File: config.mk
export PLATFORM = sky130hd
export DESIGN_NAME = bounded_sequential_list
export DESIGN_NICKNAME = d
export VERILOG_FILES = /design/src/bsl_pkg.sv /design/src/bsl_engine.sv /design/src/bounded_sequential_list.sv
export VERILOG_INCLUDE_DIRS = /design/src /design/src/src
export SDC_FILE = /design/constraint.sdc
export NUM_CORES = 2
export LEC_CHECK = 0
export BUFFER_PORTS_ARGS = -buffer_cell sky130_fd_sc_hd__buf_4
export CAP_MARGIN = 5
export CORE_MARGIN = 10
export CORE_UTILIZATION = 39
export CTS_BUF_LIST = sky130_fd_sc_hd__clkbuf_4 sky130_fd_sc_hd__clkbuf_8
export DETAILED_ROUTE_END_ITERATION = 16
export HOLD_SLACK_MARGIN = 0.06
export SYNTH_ARGS = -nofsm -noshare
export SYNTH_HDL_FRONTEND = slang
export SYNTH_SLANG_ARGS = --single-unit
File: constraint.sdc
create_clock -name clk -period 14.9 [get_ports clk]
set_input_delay 0 -clock clk [delete_from_list [all_inputs] [get_ports clk]]
set_output_delay 0 -clock clk [all_outputs]
set_load 0.01 [all_outputs]
File: src/bounded_sequential_list_assert.svh
// Assertion macros for the bounded sequential list; empty under synthesis.
`ifndef BOUNDED_SEQUENTIAL_LIST_ASSERT_SVH
`define BOUNDED_SEQUENTIAL_LIST_ASSERT_SVH

`ifndef SYNTHESIS

// Same-cycle implication, sampled on clk and disabled while rst_n is low.
`define BSL_ASSERT_IMP(label, ante, cons) \
    label: assert property (@(posedge clk) disable iff (!rst_n) (ante) |-> (cons)) \
        else $error("bounded_sequential_list: assertion failed");

// Next-cycle implication, sampled on clk and disabled while rst_n is low.
`define BSL_ASSERT_NXT(label, ante, cons) \
    label: assert property (@(posedge clk) disable iff (!rst_n) (ante) |=> (cons)) \
        else $error("bounded_sequential_list: assertion failed");

`else

`define BSL_ASSERT_IMP(label, ante, cons)
`define BSL_ASSERT_NXT(label, ante, cons)

`endif

`endif

File: src/bsl_pkg.sv
// Types and constants shared by the bounded sequential list modules.
package bsl_pkg;

    // Default number of storage entries.
    localparam int DEPTH_DEF = 64;
    // Most result words a single dump may produce.
    localparam int MAX_RESULTS = 64;
    // Width of count, position and capacity.
    localparam int CNT_W = 7;
    // Width of a stored value.
    localparam int VAL_W = 32;
    // Capacity after reset.
    localparam logic [CNT_W-1:0] CAP_RESET = 7'd64;

    typedef enum logic [2:0] {
        OP_SEARCH = 3'd0,
        OP_INSERT = 3'd1,
        OP_DELETE = 3'd2,
        OP_DUMP   = 3'd3,
        OP_CLEAR  = 3'd4
    } op_t;

    typedef enum logic [2:0] {
        ST_OK        = 3'd0,
        ST_NOT_FOUND = 3'd1,
        ST_FULL      = 3'd2,
        ST_BAD_POS   = 3'd3,
        ST_EMPTY     = 3'd4
    } status_t;

    typedef enum logic [2:0] {
        S_IDLE,
        S_SEARCH,
        S_INSERT,
        S_DELETE,
        S_DUMP_RD,
        S_DUMP_WR,
        S_RESP
    } state_t;

    // One result word handed from the engine to the output register.
    typedef struct packed {
        logic                    valid;
        status_t                 status;
        logic signed [VAL_W-1:0] entry;
        logic                    last;
    } res_t;

endpackage

File: src/bsl_engine.sv
// List engine: entry memory, count and the sequencer for all operations.
`include "bounded_sequential_list_assert.svh"

module bsl_engine
    import bsl_pkg::*;
#(
    parameter int DEPTH = DEPTH_DEF
) (
    input  logic                    clk,
    input  logic                    rst_n,
    input  logic                    in_valid,
    input  logic [2:0]              in_op,
    input  logic [CNT_W-1:0]        in_pos,
    input  logic signed [VAL_W-1:0] in_val,
    input  logic [CNT_W-1:0]        cap,
    input  logic                    out_free,
    output logic                    in_ready,
    output res_t                    res
);

    localparam int AW = (DEPTH > 1) ? $clog2(DEPTH) : 1;
    localparam logic [CNT_W-1:0] CAP_MAX =
        CNT_W'((DEPTH < MAX_RESULTS) ? DEPTH : MAX_RESULTS);

    // Maps a list position onto a memory address.
    function automatic logic [AW-1:0] to_addr(input logic [CNT_W-1:0] idx);
        logic [AW+CNT_W-1:0] wide;
        wide = {{AW{1'b0}}, idx};
        return wide[AW-1:0];
    endfunction

    state_t                  state_reg,   state_next;
    logic [CNT_W-1:0]        count_reg,   count_next;
    logic [CNT_W-1:0]        j_reg,       j_next;
    logic [CNT_W-1:0]        wa_reg,      wa_next;
    logic                    pend_reg,    pend_next;
    status_t                 st_reg,      st_next;
    logic [CNT_W-1:0]        pos_reg,     pos_next;
    logic signed [VAL_W-1:0] val_reg,     val_next;

    logic signed [VAL_W-1:0] mem [DEPTH];
    logic signed [VAL_W-1:0] rdata_reg;
    logic                    mem_re;
    logic [AW-1:0]           mem_raddr;
    logic                    mem_we;
    logic [AW-1:0]           mem_waddr;
    logic signed [VAL_W-1:0] mem_wdata;

    logic [CNT_W-1:0]        cap_eff;

    assign cap_eff  = (cap > CAP_MAX) ? CAP_MAX : cap;
    assign in_ready = (state_reg == S_IDLE);

    // Entry memory with one write port and a registered read port.
    always_ff @(posedge clk)
    begin
        if (mem_we)
        begin
            mem[mem_waddr] <= mem_wdata;
        end
        if (mem_re)
        begin
            rdata_reg <= mem[mem_raddr];
        end
    end

    // Control state.
    always_ff @(posedge clk or negedge rst_n)
    begin
        if (!rst_n)
        begin
            state_reg <= S_IDLE;
            count_reg <= '0;
            pend_reg  <= 1'b0;
        end
        else
        begin
            state_reg <= state_next;
            count_reg <= count_next;
            pend_reg  <= pend_next;
        end
    end

    // Operand and walk registers.
    always_ff @(posedge clk)
    begin
        j_reg   <= j_next;
        wa_reg  <= wa_next;
        st_reg  <= st_next;
        pos_reg <= pos_next;
        val_reg <= val_next;
    end

    // Sequencer: next state, memory accesses and result words.
    always_comb
    begin
        state_next = state_reg;
        count_next = count_reg;
        j_next     = j_reg;
        wa_next    = wa_reg;
        pend_next  = pend_reg;
        st_next    = st_reg;
        pos_next   = pos_reg;
        val_next   = val_reg;
        mem_re     = 1'b0;
        mem_raddr  = to_addr(j_reg);
        mem_we     = 1'b0;
        mem_waddr  = to_addr(wa_reg);
        mem_wdata  = rdata_reg;
        res        = '0;

        case (state_reg)
            S_IDLE:
            begin
                pend_next = 1'b0;
                if (in_valid)
                begin
                    pos_next = in_pos;
                    val_next = in_val;
                    case (op_t'(in_op))
                        OP_SEARCH:
                        begin
                            j_next     = '0;
                            state_next = S_SEARCH;
                        end
                        OP_INSERT:
                        begin
                            if (in_pos > count_reg)
                            begin
                                st_next    = ST_BAD_POS;
                                state_next = S_RESP;
                            end
                            else if (count_reg >= cap_eff)
                            begin
                                st_next    = ST_FULL;
                                state_next = S_RESP;
                            end
                            else
                            begin
                                j_next     = count_reg;
                                state_next = S_INSERT;
                            end
                        end
                        OP_DELETE:
                        begin
                            if (count_reg == '0)
                            begin
                                st_next    = ST_EMPTY;
                                state_next = S_RESP;
                            end
                            else if (in_pos >= count_reg)
                            begin
                                st_next    = ST_BAD_POS;
                                state_next = S_RESP;
                            end
                            else
                            begin
                                j_next     = in_pos + 7'd1;
                                state_next = S_DELETE;
                            end
                        end
                        OP_DUMP:
                        begin
                            j_next = '0;
                            if (count_reg == '0)
                            begin
                                st_next    = ST_EMPTY;
                                state_next = S_RESP;
                            end
                            else
                            begin
                                state_next = S_DUMP_RD;
                            end
                        end
                        OP_CLEAR:
                        begin
                            count_next = '0;
                            st_next    = ST_OK;
                            state_next = S_RESP;
                        end
                        default:
                        begin
                            state_next = S_IDLE;
                        end
                    endcase
                end
            end

            // Compare each returned entry while the next read is in flight.
            S_SEARCH:
            begin
                if (pend_reg && (rdata_reg == val_reg))
                begin
                    st_next    = ST_OK;
                    state_next = S_RESP;
                end
                else if (j_reg < count_reg)
                begin
                    mem_re    = 1'b1;
                    j_next    = j_reg + 7'd1;
                    pend_next = 1'b1;
                end
                else
                begin
                    st_next    = ST_NOT_FOUND;
                    state_next = S_RESP;
                end
            end

            // Shift right from the tail down to the position, then store the value.
            S_INSERT:
            begin
                if (pend_reg)
                begin
                    mem_we = 1'b1;
                end
                if (j_reg > pos_reg)
                begin
                    mem_re    = 1'b1;
                    mem_raddr = to_addr(j_reg - 7'd1);
                    wa_next   = j_reg;
                    j_next    = j_reg - 7'd1;
                    pend_next = 1'b1;
                end
                else if (!pend_reg)
                begin
                    mem_we     = 1'b1;
                    mem_waddr  = to_addr(pos_reg);
                    mem_wdata  = val_reg;
                    count_next = count_reg + 7'd1;
                    st_next    = ST_OK;
                    state_next = S_RESP;
                end
                else
                begin
                    pend_next = 1'b0;
                end
            end

            // Shift left from just after the position up to the tail.
            S_DELETE:
            begin
                if (pend_reg)
                begin
                    mem_we = 1'b1;
                end
                if (j_reg < count_reg)
                begin
                    mem_re    = 1'b1;
                    wa_next   = j_reg - 7'd1;
                    j_next    = j_reg + 7'd1;
                    pend_next = 1'b1;
                end
                else if (!pend_reg)
                begin
                    count_next = count_reg - 7'd1;
                    st_next    = ST_OK;
                    state_next = S_RESP;
                end
                else
                begin
                    pend_next = 1'b0;
                end
            end

            // Read one entry once the output register can take it.
            S_DUMP_RD:
            begin
                if (out_free)
                begin
                    mem_re     = 1'b1;
                    state_next = S_DUMP_WR;
                end
            end

            S_DUMP_WR:
            begin
                res.valid  = 1'b1;
                res.status = ST_OK;
                res.entry  = rdata_reg;
                res.last   = ((j_reg + 7'd1) == count_reg);
                j_next     = j_reg + 7'd1;
                state_next = res.last ? S_IDLE : S_DUMP_RD;
            end

            // Single status word for every other operation and for a dump of an empty list.
            S_RESP:
            begin
                if (out_free)
                begin
                    res.valid  = 1'b1;
                    res.status = st_reg;
                    res.last   = 1'b1;
                    state_next = S_IDLE;
                end
            end

            default:
            begin
                state_next = S_IDLE;
            end
        endcase
    end

    `BSL_ASSERT_IMP(a_res_slot_free, res.valid, out_free)
    `BSL_ASSERT_IMP(a_count_bounded, 1'b1, count_reg <= CAP_MAX)
    `BSL_ASSERT_IMP(a_write_only_shift, mem_we, (state_reg == S_INSERT) || (state_reg == S_DELETE))
    `BSL_ASSERT_NXT(a_walk_keeps_count, (state_reg == S_SEARCH) || (state_reg == S_DUMP_RD) || (state_reg == S_DUMP_WR), $stable(count_reg))

endmodule

File: src/bounded_sequential_list.sv
// Top level of the bounded sequential list: stream ports, capacity register, output word.
//
// An ordered list of signed 32-bit values with search, insert, delete, dump and
// clear, kept in a single-port-write memory with a registered read.
// One input word is taken at a time. Search walks the entries in order until
// it finds the value or reaches the tail, insert and delete shift the entries
// between the position and the tail one at a time, clear and refused operations
// answer with a status word alone, and dump reads each entry from memory and
// then places it in the output register. The memory takes one read and one
// write per cycle; a stalled output word adds its stall to the operation that
// is waiting to emit. A result word waits in the output register while the
// next input word is accepted. The list is empty after reset and needs no
// clearing pass; capacity resets to 64 and is limited to DEPTH and to 64.
module bounded_sequential_list
    import bsl_pkg::*;
#(
    parameter int DEPTH = DEPTH_DEF
) (
    input  logic              clk,
    input  logic              rst_n,
    input  logic              cfg_we,
    input  logic [CNT_W-1:0]  cfg_wdata,  // capacity
    input  logic              s_tvalid,
    output logic              s_tready,
    input  logic [47:0]       s_tdata,    // operation[2:0], position[9:3], value[41:10]
    output logic              m_tvalid,
    input  logic              m_tready,
    output logic [39:0]       m_tdata,    // status[2:0], entry[34:3]
    output logic              m_tlast
);

    logic [CNT_W-1:0]        cap_reg;
    logic                    m_tvalid_reg;
    status_t                 status_reg;
    logic signed [VAL_W-1:0] entry_reg;
    logic                    last_reg;
    logic                    out_free;
    res_t                    res;

    // Capacity register.
    always_ff @(posedge clk or negedge rst_n)
    begin
        if (!rst_n)
        begin
            cap_reg <= CAP_RESET;
        end
        else if (cfg_we)
        begin
            cap_reg <= cfg_wdata;
        end
    end

    assign out_free = !m_tvalid_reg || m_tready;

    bsl_engine #(
        .DEPTH (DEPTH)
    ) u_engine (
        .clk      (clk),
        .rst_n    (rst_n),
        .in_valid (s_tvalid),
        .in_op    (s_tdata[2:0]),
        .in_pos   (s_tdata[9:3]),
        .in_val   (s_tdata[41:10]),
        .cap      (cap_reg),
        .out_free (out_free),
        .in_ready (s_tready),
        .res      (res)
    );

    // Output word valid flag.
    always_ff @(posedge clk or negedge rst_n)
    begin
        if (!rst_n)
        begin
            m_tvalid_reg <= 1'b0;
        end
        else if (res.valid)
        begin
            m_tvalid_reg <= 1'b1;
        end
        else if (m_tready)
        begin
            m_tvalid_reg <= 1'b0;
        end
    end

    // Output word payload.
    always_ff @(posedge clk)
    begin
        if (res.valid)
        begin
            status_reg <= res.status;
            entry_reg  <= res.entry;
            last_reg   <= res.last;
        end
    end

    assign m_tvalid = m_tvalid_reg;
    assign m_tdata  = {5'd0, entry_reg, status_reg};
    assign m_tlast  = last_reg;

endmodule

==> summary.md <==
| Metric | Value |
|---|---|
| Ys flop type | edfxtp_1 |
| Clock latency of the later-clocked register in the worst-skew pair | 1060 ps |
| Cells along the critical path | ha_1, and3_1, a21oi_4, a21boi_4, buf_4, buf_4, xnor2_2, buf_12, buf_12, nand2_1, a32oi_1, a31oi_1, nor4_2, and3_1 |
| CP startpoint kind | register |
| Mapped cell area | 0.0959 mm² |
| RSZ-0062 raised after global routing | false |
| Final WL | 288 mm |
| CTS buffer count | 365 |
| Final worst slack | 7930 ps |
| Number of global-route vias before repair | 59,800 |
| Port-buffer cells | 91 |
| Switch share | 0.387 |
| Die area | 0.266 mm² |
| Actual slew at the worst max-slew pin | 1470 ps |
| Pint | 13.8 mW |
| Setup CP Type | reg2reg |
| Post-DP HPWL | 148 mm |
| Biggest register | u_engine.mem |
| Cell Rows | 182 |
| HP Class | in2reg |
| Leak pwr | 36.5 nW |
| Synth-to-Final Area Change | 13.5% |
| Pre-CTS WS | 8020 ps |
| EDFF count, synth | 2,171 |
| Share of the synthesized area in the top cell type | 0.680 |
| CTS tree | yes |
| First-pass GRT wire length | 410 mm |
| Failing checks | capacitance limit |
| Placed Instances | 9,463 |
| Total I/O pin count | 103 |
| Drt first pass iters | 6 |
| Routed Antenna Nets | 0 |
| Cts repair resizes | 0 |
| Worst EP arrival | 7870 ps |
| Comb power frac | 0.403 |
| Critical path capture point type | register |
| Setup Viol. Count Final | 0 |
| Final Slew Violations | 0 |
| Detailed-route via count | 60,300 |
| Crit Path Max Fanout | 165 |
| CTS max path bufs | 4 |
| Maxcap violations | 1 |
| Maximum vdd ir drop | 281 µV |
| Die span in x | 516 µm |
| Yosys top cell by area | edfxtp_1 |
| Core Region | 0.245 mm² |
| Vias/cell | 5.90 |
| Mean Syn Cell Area | 15.0 µm² |
| Register area share after synthesis | 0.685 |
| Post-Synthesis Cells | 6,416 |
| H-tree depth | 5 |
| Ys async rst share | 0.00868 |
| Max Freq | 143 MHz |
| Drc violations | 0 |
| Setup tns final | 0 ps |
| Total gr overflow | 0 |
| CP required | 15,790 ps |
| Cts hold-fix bufs | 119 |
| Ys Warns | 0 |
| Post-synthesis cell type count | 77 |
| Top post-synthesis cells by area | edfxtp_1 68%, mux2i_1 7.1%, mux4_2 6.1% |
| Power Density | 207 mW/mm² |
| Post-route core utilization | 0.444 |
| Antenna violations before repair | 23 |
| RePlAce Congestion | 0.881 |
| Synth Register Bits | 2,190 |
| Fin. Hold Viols | 0 |
| Min cycle time layout | 6970 ps |
| WL per Instance | 28.1 µm |
| Final period util | 0.468 |
| Drt first-iter violations | 7,176 |
| P_sw | 8.72 mW |
| Initial Util | 0.391 |
| CP max stage cell | nor4_2 |
| Power share of the sequential group | 0.374 |
| CTS root buf | clkbuf_8 |
| Slew margin rel. | 0.00913 |
| All-Layer GR Usage | 0.209 |
| Non-filler cells, final | 10,200 |
| Final Skew | 67.5 ps |
| Outcome | finished with violations |
| Sink Count | 2,190 |
| Die H | 516 µm |
| Postcts setup bufs | 0 |
| Crit-path max cell delay | 940 ps |
| Largest net degree at the start of global routing | 166 |
| Worst-path clk slew | 70 ps |
| Max reg flops | 2,048 |
| Layout cells sized above 1 | 0.178 |
| Clock network fraction of total power | 0.223 |
| Fin nets | 6,828 |
-- per-layer routing --
metal	vias up	routed length [µm]	GRT usage
li1	25800	-	-
met1	31000	118000	0.283
met2	2806	132000	0.327
met3	651	25400	0.0413
met4	2	13100	0.0912
met5	-	13	0
-- cell usage after synthesis, types with 10 or more instances --
master / instances
edfxtp_1: 2171
nand2_1: 1044
mux2i_1: 678
nand3_1: 357
mux4_2: 261
clkbuf_1: 191
a211oi_1: 186
buf_2: 150
nor2_1: 128
a32oi_1: 124
a31oi_1: 121
nor2b_1: 117
a21oi_1: 106
buf_1: 84
and3_1: 75
nand4_1: 66
a22oi_1: 49
nor3_1: 46
xor2_1: 41
mux2_2: 40
o21ai_0: 38
ha_1: 36
nor4_1: 36
inv_1: 27
xnor2_1: 23
dfrtp_1: 18
o22ai_1: 16
a311oi_1: 15
buf_4: 15
a2111oi_0: 13
a221oi_1: 13
nand2b_1: 13
a21o_1: 10
-- power by group through the flow --
| stage | clock [mW] | sequential, mW | combinational [mW] |
|---|---|---|---|
| after global routing | 5.39 | 8.42 | 9.66 |
| final | 5.03 | 8.43 | 9.08 |
| after CTS | 5.11 | 8.41 | 8.99 |
| after global placement | 0 | 8.53 | 8.78 |
| after floorplan | 0 | 8.37 | 5.89 |
| after detailed placement | 0 | 8.54 | 8.94 |
-- critical path, delay by kind of cell (launching register included) --
family	cells	cell delay (ps)
AOI/OAI and AO/OA	4	940
xor gates and xnor gates	1	200
adders and majority gates	1	380
buffers and inverters	4	2620
DFF	1	830
and+or+nand+nor	4	1590
-- cell usage in the layout (no fill, tap or decap), drive strengths merged, types with 29 or more instances in the layout --
master / n
nand2: 1045
a21oi: 107
mux2: 40
buf: 264
o21ai: 40
edfxtp: 2171
inv: 29
nand4: 66
a22oi: 49
and3: 75
nand3: 357
mux4: 261
clkinv: 116
nor2: 128
a211oi: 186
a31oi: 122
nor4: 42
nor3: 48
ha: 36
xor2: 41
dlygate4sd3: 119
a32oi: 124
mux2i: 678
clkbuf: 500
nor2b: 117
-- worst paths after layout --
check                              startpoint                     end  slack [ps]  cells past startpoint
setup / recovery            u_engine.j_reg[1]  u_engine.rdata_reg[28]        7930                     14
hold / removal                       s_tvalid       u_engine.j_reg[6]         170                      5
setup reg to reg            u_engine.j_reg[1]  u_engine.rdata_reg[28]        7930                     14
hold reg to reg            u_engine.st_reg[1]           status_reg[1]         540                      1
max in group asynchronous               rst_n              cap_reg[1]       14060                      3
min in group asynchronous               rst_n                m_tvalid         220                      3
-- cell families (layout without fill, tap and decap cells) --
family,after synthesis,after routing,share of synthesized area
buffers and inverters,468,1035,0.0209
other,1,19,0.0000391
adder cells (fa/ha/maj),37,37,0.00490
AO/OA/AOI/OAI,747,747,0.0562
AND/OR/NAND/NOR,1929,1929,0.0907
flip-flops,2190,2190,0.685
multiplexers,979,979,0.137
XOR/XNOR,65,65,0.00601
-- per-stage QoR --
step	power (mW)	hold WS, ps	cell area [µm²]
after floorplan	14.3	-296	95900
after global placement	17.3	-109	101000
after detailed placement	17.5	-107	101000
after CTS	22.5	84.1	109000
after global routing	23.5	129	109000
final	22.5	174	109000
-- layout make-up --
| cell class | count | area, µm² |
|---|---|---|
| Fill cell | 21400 | 136000 |
| Sequential cell | 2190 | 65700 |
| Multi-Input combinational cell | 3762 | 29100 |
| Clock buffer | 499 | 6100 |
| Tap cell | 3220 | 4030 |
| Timing Repair Buffer | 384 | 3310 |
| Clock inverter | 124 | 594 |
| Inverter | 28 | 105 |
| Antenna cell | 14 | 35.0 |
No activity file was read; power rests on OpenSTA's default activity.
